[src/rtl/core/assert_macros.svh]
// Assertion macros for the RTL files of the traversal block (used by graph_dfs_order).
// Property forms for implication in the same cycle and in the next cycle.
`ifndef ASSERT_MACROS_SVH
`define ASSERT_MACROS_SVH
`ifndef SYNTHESIS
`define ASSERT_SAME(lbl, clk, rstn, ante, cons, msg) \
    lbl: assert property (@(posedge clk) disable iff (!(rstn)) (ante) |-> (cons)) \
        else $error(msg);
`define ASSERT_NEXT(lbl, clk, rstn, ante, cons, msg) \
    lbl: assert property (@(posedge clk) disable iff (!(rstn)) (ante) |=> (cons)) \
        else $error(msg);
`else
`define ASSERT_SAME(lbl, clk, rstn, ante, cons, msg)
`define ASSERT_NEXT(lbl, clk, rstn, ante, cons, msg)
`endif
`endif

[src/rtl/core/gdfs_ram.sv]
// Generic simple dual-port RAM, one write and one registered read port.
// No dependencies.
`default_nettype none
module gdfs_ram #(
    parameter int WIDTH = 8,
    parameter int DEPTH = 16
) (
    input  wire logic                     aclk,
    input  wire logic                     wr_en,
    input  wire logic [$clog2(DEPTH)-1:0] wr_addr,
    input  wire logic [WIDTH-1:0]         wr_data,
    input  wire logic                     rd_en,
    input  wire logic [$clog2(DEPTH)-1:0] rd_addr,
    output logic      [WIDTH-1:0]         rd_data
);
    logic [WIDTH-1:0] mem [DEPTH];
    logic [WIDTH-1:0] rd_data_reg;

    always_ff @(posedge aclk) begin
        if (wr_en) begin
            mem[wr_addr] <= wr_data;
        end
        if (rd_en) begin
            rd_data_reg <= mem[rd_addr];
        end
    end

    assign rd_data = rd_data_reg;
endmodule
`default_nettype wire

[config.mk]
export PLATFORM = sky130hd
export DESIGN_NAME = gdfs_ram
export DESIGN_NICKNAME = d
export VERILOG_FILES = /design/src/rtl/core/assert_macros.svh /design/src/rtl/core/gdfs_ram.sv
export SDC_FILE = /design/constraint.sdc
export NUM_CORES = 1
export LEC_CHECK = 0
export BUFFER_PORTS_ARGS = -buffer_cell sky130_fd_sc_hd__clkbuf_2
export CAP_MARGIN = 20
export CORE_MARGIN = 4
export CORE_UTILIZATION = 63
export CTS_BUF_LIST = sky130_fd_sc_hd__clkbuf_4
export DETAILED_ROUTE_END_ITERATION = 8
export PLACE_DENSITY = 0.82
export SLEW_MARGIN = 0
export SYNTH_ARGS = -nofsm -noshare
export SYNTH_HDL_FRONTEND = slang
export SYNTH_SLANG_ARGS = --single-unit
[constraint.sdc]
create_clock -name aclk -period 2.1 [get_ports aclk]
set_input_delay 0.42 -clock aclk [delete_from_list [all_inputs] [get_ports aclk]]
set_output_delay 0.42 -clock aclk [all_outputs]
set_load 0.05 [all_outputs]
==> summary.txt <==
Run status
  – Status: finished, final reports clean

Clocking
  – Clock slew at reported path FFs: 0.11 ns
  – CTS HTree Levels: 4
  – CTS buffer count: 17
  – # resized after CTS: 0
  – CTS max path bufs: 2
  – Postcts setup bufs: 0
  – Hold Buf Count CTS: 0
  – CTS root buffer: clkbuf_4
  – Clk sinks: 136
  – TritonCTS clock tree: done
  – Skew-Pair Late Insertion Delay: 0.50 ns

STA
  – Slew Limit Fails: 0
  – Setup violators final: 0
  – Slew at the pin with the worst max-slew slack: about 0.38 ns
  – Skew final: around 0.012 ns
  – Min Tclk post-route: about 1.6 ns
  – Final hold vios: 0
  – FMAX: 627.8 MHz
  – Unrepaired setup endpoints after global routing: false
  – Max-slew headroom: 74.54%
  – Post-Route Setup TNS: 0 ns
  – Worst hold-check slack: 0.3218 ns
  – Final period util: 75.85%

Place
  – # port buffers: 26
  – DP HPWL: just over 6000 um
  – GPL Wtd Cong: 0.7284
  – Cell Area, Placed: 5594 um2

Drt
  – Initial drt markers: 197
  – Antenna Nets Post-Route: 0
  – Vias: 2513
  – # DRC: 0
  – Final wirelength: 9209 um
  – Vias/cell: 6.283
  – Drt first pass iters: 5
  – DR WL/cell: 23.02 um

Synthesis
  – Mapped cell area: between 5000 and 6000 um2
  – #FFs+latches synth: 136
  – Sequential fraction of the synthesis area: 78.12%
  – Syn avg cell area: 22.83 um2
  – Synthesized instance count: around 230
  – Warning count from the yosys run: 0
  – Post-Syn Nets: 248
  – Netlist cell types: 18

Global route
  – GRT Util Overall: 20.93%
  – Vias in the first global route: 2644
  – Antenna violations before repair: 0
  – First-pass GRT wire length: ~15000 um
  – Largest net degree at the start of global routing: 33
  – Overflow after GRT: 0

Cells and area
  – FF/Latch Area: 4084 um2
  – Most common cell after layout, fill and taps aside: edfxtp_1
  – N_diodes: 0
  – Max reg flops: 128
  – Fillers: 436
  – Area delta synth->final: 12.61%
  – Commonest non-fill, non-tap cells in the layout: 136 x edfxtp_1, 26 x clkbuf_2, 18 x mux4_2, 18 x clkbuf_4, 18 x buf_4
  – Final #Nets: 304
  – Multi-input gate area: 1057 um2
  – Share of post-route cells with drive strength above 1: 31.88%
  – Finished Cell Area: 5887 um2

Power
  – Sequential cell fraction of total power: 60.4%
  – Peak VDD IR: roughly 0.43 mV
  – LEAKAGE: 1.982 nW
  – PwrDens: 863.9 nW/um2
  – Share of total power in the clock network: 33.3%
  – Net Sw Frac: a little over a fifth
  – Switching power: approximately 1.1 mW
  – Pint: between 3 and 4 mW
  – Comb pwr share: 6.3%

Die
  – Core Box Area: 7888 um2
  – Num ports: 27
  – Initial core utilization: 66.28%
  – DIE AREA: 9819 um2
  – Die W: 99.09 um
  – Chip Height: between 90 and 100 um
  – FP Rows: 32

Setup path
  – CP max stage delay: about 0.42 ns
  – Crit start category: flop
  – Crit. Startpoint: rd_data[0]
  – CP cell instances: clkbuf_2
  – Critical Path RT: 1.68 ns
  – Crit path capture type: output port
  – CP Max Fanout: 1
  – Critical Path Sink: rd_data[0]
  – FF-to-FF End: rd_data[2]
  – Path depth of the worst reg2reg path: 3
  – Crit path kind: reg -> out
  – Reg2reg setup slack: around 0.56 ns
  – R2r startpoint: mem[1][2]
  – Critical Path AT: 1.17 ns
  – Top Family by Delay on Critical Path: flip-flops
  – Crit-path slowest cell: edfxtp_1
  – Critical path buffer and inverter count: 1
  – Critical path depth: 1

Run
  – # Max-Cap Violations: 0

Min path
  – Worst hold path stage count: 1
  – HP Class: in -> reg
-- metal layers --
layer  routed length, um  up-vias  share of wire, %  GRT usage (%)
li1                    -     1097                 -              -
met1                3509     1277                38          27.85
met2                4797      129                52          33.88
met3                 790       10               8.6          5.470
met4                 111        0               1.2          7.878
met5                   0        -                 0              0
-- synth_stat cells, drive strengths merged --
master | n | share of area (%)
nand2 | 9 | 0.65
nor3 | 4 | 0.38
nand2b | 2 | 0.24
mux4 | 32 | 15
a22oi | 16 | 2.3
and2b | 1 | 0.14
and2 | 1 | 0.12
nor2 | 13 | 0.93
nor2b | 1 | 0.12
buf | 7 | 1.1
edfxtp | 136 | 78
nand3b | 2 | 0.29
nand3 | 1 | 0.096
clkdlybuf4s25 | 3 | 0.57
or3b | 1 | 0.17
-- power by group through the flow --
stage | combinational, mW | clock [mW] | sequential (mW)
floorplan | 0.154 | 0 | 3.17
global placement | 0.315 | 0 | 3.13
detailed placement | 0.326 | 0 | 3.13
CTS | 0.327 | 1.73 | 3.07
global route | 0.346 | 1.87 | 3.08
finish | 0.322 | 1.69 | 3.07
-- cell families after synthesis --
| group | share of synthesized area, % |
|---|---|
| compound gates | 2.298 |
| flops | 78.12 |
| simple gates | 3.136 |
| buf+inv | 1.651 |
| mux | 14.79 |
-- area by class of cell --
type / count / area share [%]
clock buffer: 18 / 2.295
multi-input combinational: 83 / 17.96
tap: 102 / 2.168
sequential: 136 / 69.37
clock inverter: 14 / 2.678
timing repair buffer: 47 / 5.526
-- per-stage QoR --
stage / total power, mW / setup WS, ns / utilization (%) / std cells
6_report: 5.086 / 0.5072 / 74.64 / 400
5_1_grt: 5.294 / 0.4247 / 74.64 / 400
4_1_cts: 5.130 / 0.4553 / 74.64 / 400
3_5_place_dp: 3.461 / 0.1295 / 70.92 / 368
3_3_place_gp: 3.443 / 0.1696 / 70.92 / 368
2_1_floorplan: 3.328 / 0.1871 / - / 229
-- worst min-delay path by stage --
stage	start	endpoint	slack [ns]
4_1_cts	rd_en	rd_data[6]	0.28
3_3_place_gp	mem[11][3]	rd_data[3]	0.73
5_1_grt	rd_en	rd_data[1]	0.29
2_1_floorplan	wr_data[0]	mem[0][0]	0.52
6_report	rd_en	rd_data[1]	0.32
3_5_place_dp	mem[12][6]	rd_data[6]	0.76
Note: power is estimated with default switching activity, not from simulation.
