File: config.mk
export PLATFORM = sky130hd
export DESIGN_NAME = gdfs_result_buf
export DESIGN_NICKNAME = d
export VERILOG_FILES = /design/src/rtl/core/assert_macros.svh /design/src/rtl/core/gdfs_pkg.sv /design/src/rtl/core/gdfs_result_buf.sv
export SDC_FILE = /design/constraint.sdc
export NUM_CORES = 1
export LEC_CHECK = 0
export BUFFER_PORTS_ARGS = -buffer_cell sky130_fd_sc_hd__buf_2
export CORE_ASPECT_RATIO = 1.4
export CORE_UTILIZATION = 49
export DETAILED_ROUTE_END_ITERATION = 12
export GPL_TIMING_DRIVEN = 0
export PLACE_DENSITY = 0.89
export SLEW_MARGIN = 20
export SYNTH_ARGS = -nofsm -noshare
export SYNTH_HDL_FRONTEND = slang
export SYNTH_SLANG_ARGS = --single-unit
File: constraint.sdc
create_clock -name aclk -period 1.7 [get_ports aclk]
set_input_delay 0.34 -clock aclk [delete_from_list [all_inputs] [get_ports aclk]]
set_output_delay 0.34 -clock aclk [all_outputs]
set_load 0.02 [all_outputs]
File: src/rtl/core/assert_macros.svh
// Assertion macros for the RTL files of the traversal block (used by graph_dfs_order).
// Property forms for implication in the same cycle and in the next cycle.
`ifndef ASSERT_MACROS_SVH
`define ASSERT_MACROS_SVH
`ifndef SYNTHESIS
`define ASSERT_SAME(lbl, clk, rstn, ante, cons, msg) \
    lbl: assert property (@(posedge clk) disable iff (!(rstn)) (ante) |-> (cons)) \
        else $error(msg);
`define ASSERT_NEXT(lbl, clk, rstn, ante, cons, msg) \
    lbl: assert property (@(posedge clk) disable iff (!(rstn)) (ante) |=> (cons)) \
        else $error(msg);
`else
`define ASSERT_SAME(lbl, clk, rstn, ante, cons, msg)
`define ASSERT_NEXT(lbl, clk, rstn, ante, cons, msg)
`endif
`endif

File: src/rtl/core/gdfs_pkg.sv
// Package of the graph traversal block: sizes, operation codes, request type.
// No dependencies.
`default_nettype none
package gdfs_pkg;
    localparam int MAX_VERTICES = 64;
    localparam int EDGE_SLOTS   = 512;
    localparam int VIDX_W       = $clog2(MAX_VERTICES);
    localparam int DEPTH_W      = $clog2(MAX_VERTICES + 1);
    localparam int SLOT_W       = $clog2(EDGE_SLOTS);
    localparam int LINK_W       = $clog2(EDGE_SLOTS + 1);
    localparam int VERTEX_W     = 6;
    localparam int COUNT_W      = 7;
    localparam int STAMP_W      = 7;
    localparam int TIME_W       = 8;

    localparam logic [LINK_W-1:0]  NULL_LINK   = LINK_W'(EDGE_SLOTS);
    localparam logic [COUNT_W-1:0] COUNT_RESET = COUNT_W'(64);

    localparam logic OP_ADD_EDGE = 1'b0;
    localparam logic OP_RUN      = 1'b1;

    typedef struct packed {
        logic               push;
        logic               flush;
        logic [VIDX_W-1:0]  vertex;
        logic [STAMP_W-1:0] stamp;
    } result_req_t;
endpackage
`default_nettype wire

File: src/rtl/core/gdfs_result_buf.sv
// Result holding stage: keeps the latest discovery until the next one or the
// end of the run marks it, then hands it to the output register. Uses gdfs_pkg.
`default_nettype none
module gdfs_result_buf (
    input  wire logic                          aclk,
    input  wire logic                          aresetn,
    input  wire gdfs_pkg::result_req_t         req,
    output logic                               room,
    output logic                               m_valid,
    input  wire logic                          m_ready,
    output logic [gdfs_pkg::VERTEX_W-1:0]      m_visited_vertex,
    output logic [gdfs_pkg::STAMP_W-1:0]       m_discovery_time,
    output logic                               m_last_visit
);
    import gdfs_pkg::*;

    logic                pend_valid_reg, pend_valid_next;
    logic [VIDX_W-1:0]   pend_vertex_reg, pend_vertex_next;
    logic [STAMP_W-1:0]  pend_stamp_reg, pend_stamp_next;
    logic                out_valid_reg, out_valid_next;
    logic [VERTEX_W-1:0] out_vertex_reg, out_vertex_next;
    logic [STAMP_W-1:0]  out_stamp_reg, out_stamp_next;
    logic                out_last_reg, out_last_next;
    logic                out_free;

    assign out_free = !out_valid_reg || m_ready;
    assign room     = !pend_valid_reg || out_free;

    always_comb begin
        pend_valid_next  = pend_valid_reg;
        pend_vertex_next = pend_vertex_reg;
        pend_stamp_next  = pend_stamp_reg;
        out_valid_next   = out_valid_reg && !m_ready;
        out_vertex_next  = out_vertex_reg;
        out_stamp_next   = out_stamp_reg;
        out_last_next    = out_last_reg;
        if ((req.push || req.flush) && pend_valid_reg) begin
            out_valid_next  = 1'b1;
            out_vertex_next = VERTEX_W'(pend_vertex_reg);
            out_stamp_next  = pend_stamp_reg;
            out_last_next   = req.flush;
            pend_valid_next = 1'b0;
        end
        if (req.push) begin
            pend_valid_next  = 1'b1;
            pend_vertex_next = req.vertex;
            pend_stamp_next  = req.stamp;
        end
    end

    always_ff @(posedge aclk) begin
        if (!aresetn) begin
            pend_valid_reg <= 1'b0;
            out_valid_reg  <= 1'b0;
        end else begin
            pend_valid_reg  <= pend_valid_next;
            out_valid_reg   <= out_valid_next;
            pend_vertex_reg <= pend_vertex_next;
            pend_stamp_reg  <= pend_stamp_next;
            out_vertex_reg  <= out_vertex_next;
            out_stamp_reg   <= out_stamp_next;
            out_last_reg    <= out_last_next;
        end
    end

    assign m_valid          = out_valid_reg;
    assign m_visited_vertex = out_vertex_reg;
    assign m_discovery_time = out_stamp_reg;
    assign m_last_visit     = out_last_reg;
endmodule
`default_nettype wire

==> impl_metrics.ini <==
[run_status]
status = complete, no violations

[hold_path]
hold_class = in -> reg

[layout]
antenna_cells = 0
multi_input_area_um2 = 45.04
fin_nets = 94
final_cells = 97
drive_above_1_share = 0.5065
seqCellArea_um2 = 850.8
fillerInstances = 117
syn2layout_area_growth_pct = 26.56

[clock_tree]
root_buffer = clkbuf_4
ctsResizeCount = 0
clk_pin_slew_ns = 0.07
clock_sinks = 29
htree_levels = 2
clock_latency_ns = 0.31
holdBufCountCts = 0
cts_max_path_buffers = 2
postCtsSetupBuffers = 0
cts-buffers-inserted = 5
cts_tree = done

[routing]
wl_per_cell_um = 10.38
num_vias = 432
wl_met2_um = 520
drt_iter0_drc = 2
drt_pre_antenna_iters = 2
drc = 0
wl_met3_um = 101
vias_per_cell = 4.454
m1WireLength_um = 342
ant_nets = 0
route.top_layer_used = met4
wirelength_um = 1007

[synthesis]
yosysUniqueCellTypes = 9
ys_warn_count = 0
synth_seq_area_share = 0.9458
post-synth-top-count-cell = edfxtp_1
ys.flop_type = edfxtp_1
synth_top_cell_by_area = edfxtp_1
synth_area_per_cell_um2 = 24.99
async_flop_share = 0
synth_nets = 54
synth_edf_count = 27
synth_seq_cells = 29
synth_top_area_frac = 0.9013
synth_area_leaders = edfxtp_1 (90%), dfxtp_1 (4.5%), o211a_1 (1.1%)
synth_commonest_cells = edfxtp_1 (27), dfxtp_1 (2)
netlist_instances = 36
synthesis.area_um2 = 899.6

[worst_setup_path]
startpoint_type = flop
r2r_slack_ns = 0.53
path_class = reg -> out
cp.arrival_ns = 0.93
critPathMaxFanout = 3
required_ns = 1.36
end_kind = primary output

[pwr]
p_per_area_mw_per_mm2 = 1090
ir_drop_v = 0.0008543
p_leak_nw = 0.4506

[floorplan]
dieArea_mm2 = 0.002014
start_util = 0.5188
die_height_um = 52.70
core_region_area_mm2 = 0.001734
row_count = 18
die_w_um = 38.22
boundaryPins = 34

[global_routing]
grt_first_pass_wirelength_um = 1469
grt.overflow.total = 0
grt.total_usage = 0.1286
grt_max_degree = 16
grt_pass1_vias = 379
antenna_found_initial = 0

[placed_design]
place_congestion = 0.6679
placed_cells = 89
pre_cts_ws_ns = 0.4068
portBuffers = 33

[flow_run]
drv_cap = 0

[timing]
period_share = 0.7465
totalNegativeSetupSlack_ns = 0
tightest_slew_ns = 0.4832
skew_ns = 0.003053
slew_headroom = 0.6779
slew_viol_final = 0
rsz0062_at_grt = no
setup_viol = 0
post-route-min-period_ns = 1.269
hold_viol = 0
max_clock_freq_ghz = 0.7879
worst_slack_ns = 0.4309
[cells by family after synthesis]
group / count (synthesis) / synth area share
simple gates: 3 / 0.02086
buf+inv: 1 / 0.004168
flops: 29 / 0.9458
compound gates: 3 / 0.02921
[power breakdown]
part	internal [mW]	switching [mW]
Sequential	0.820	0.00870
Combinational	0.0252	0.0360
Clock	0.164	0.188
[per-layer routing]
layer	track usage	vias up
met5	0	-
li1	-	220
met4	0.1250	0
met1	0.1101	182
met2	0.1751	24
met3	0.1021	6
[final cells by class]
| class | instances | share of cell area |
|---|---|---|
| Inverter | 1 | 0.003297 |
| Tap cell | 20 | 0.02198 |
| Timing Repair Buffer | 33 | 0.1451 |
| Clock buffer | 8 | 0.04286 |
| Sequential cell | 29 | 0.7473 |
| Multi-Input combinational cell | 6 | 0.03956 |
[stage by stage]
stage                     hold slack, ns  total power, mW  utilization  instance area, µm²
after floorplan                   0.4003           0.8717            -               899.6
after global placement            0.4011           0.9024       0.6284                1090
after detailed placement          0.4045           0.9070       0.6284                1090
after CTS                         0.1854            1.258       0.6566                1139
after global routing              0.1724            1.297       0.6566                1139
final                             0.2013            1.241       0.6566                1139
[worst paths after layout]
path,from,cells past startpoint,endpoint
max reg2reg,pend_valid_reg,1,m_visited_vertex[4]
min,req[0],1,pend_stamp_reg[0]
max,m_valid,2,room
min reg2reg,pend_vertex_reg[3],0,m_visited_vertex[3]
[layout by cell type, fill, tap and decap left out, types with 2 or more instances in the layout]
cell type / synthesis / routed
buf_2: 0 / 33
clkbuf_1: 0 / 3
clkbuf_4: 0 / 5
dfxtp_1: 2 / 2
edfxtp_1: 27 / 27
[critical path: stages (launching register included)]
cell,delay (ns)
dfxtp_1,0.35
nand3_1,0.10
buf_2,0.17
Note: power is estimated with default switching activity, not from simulation.
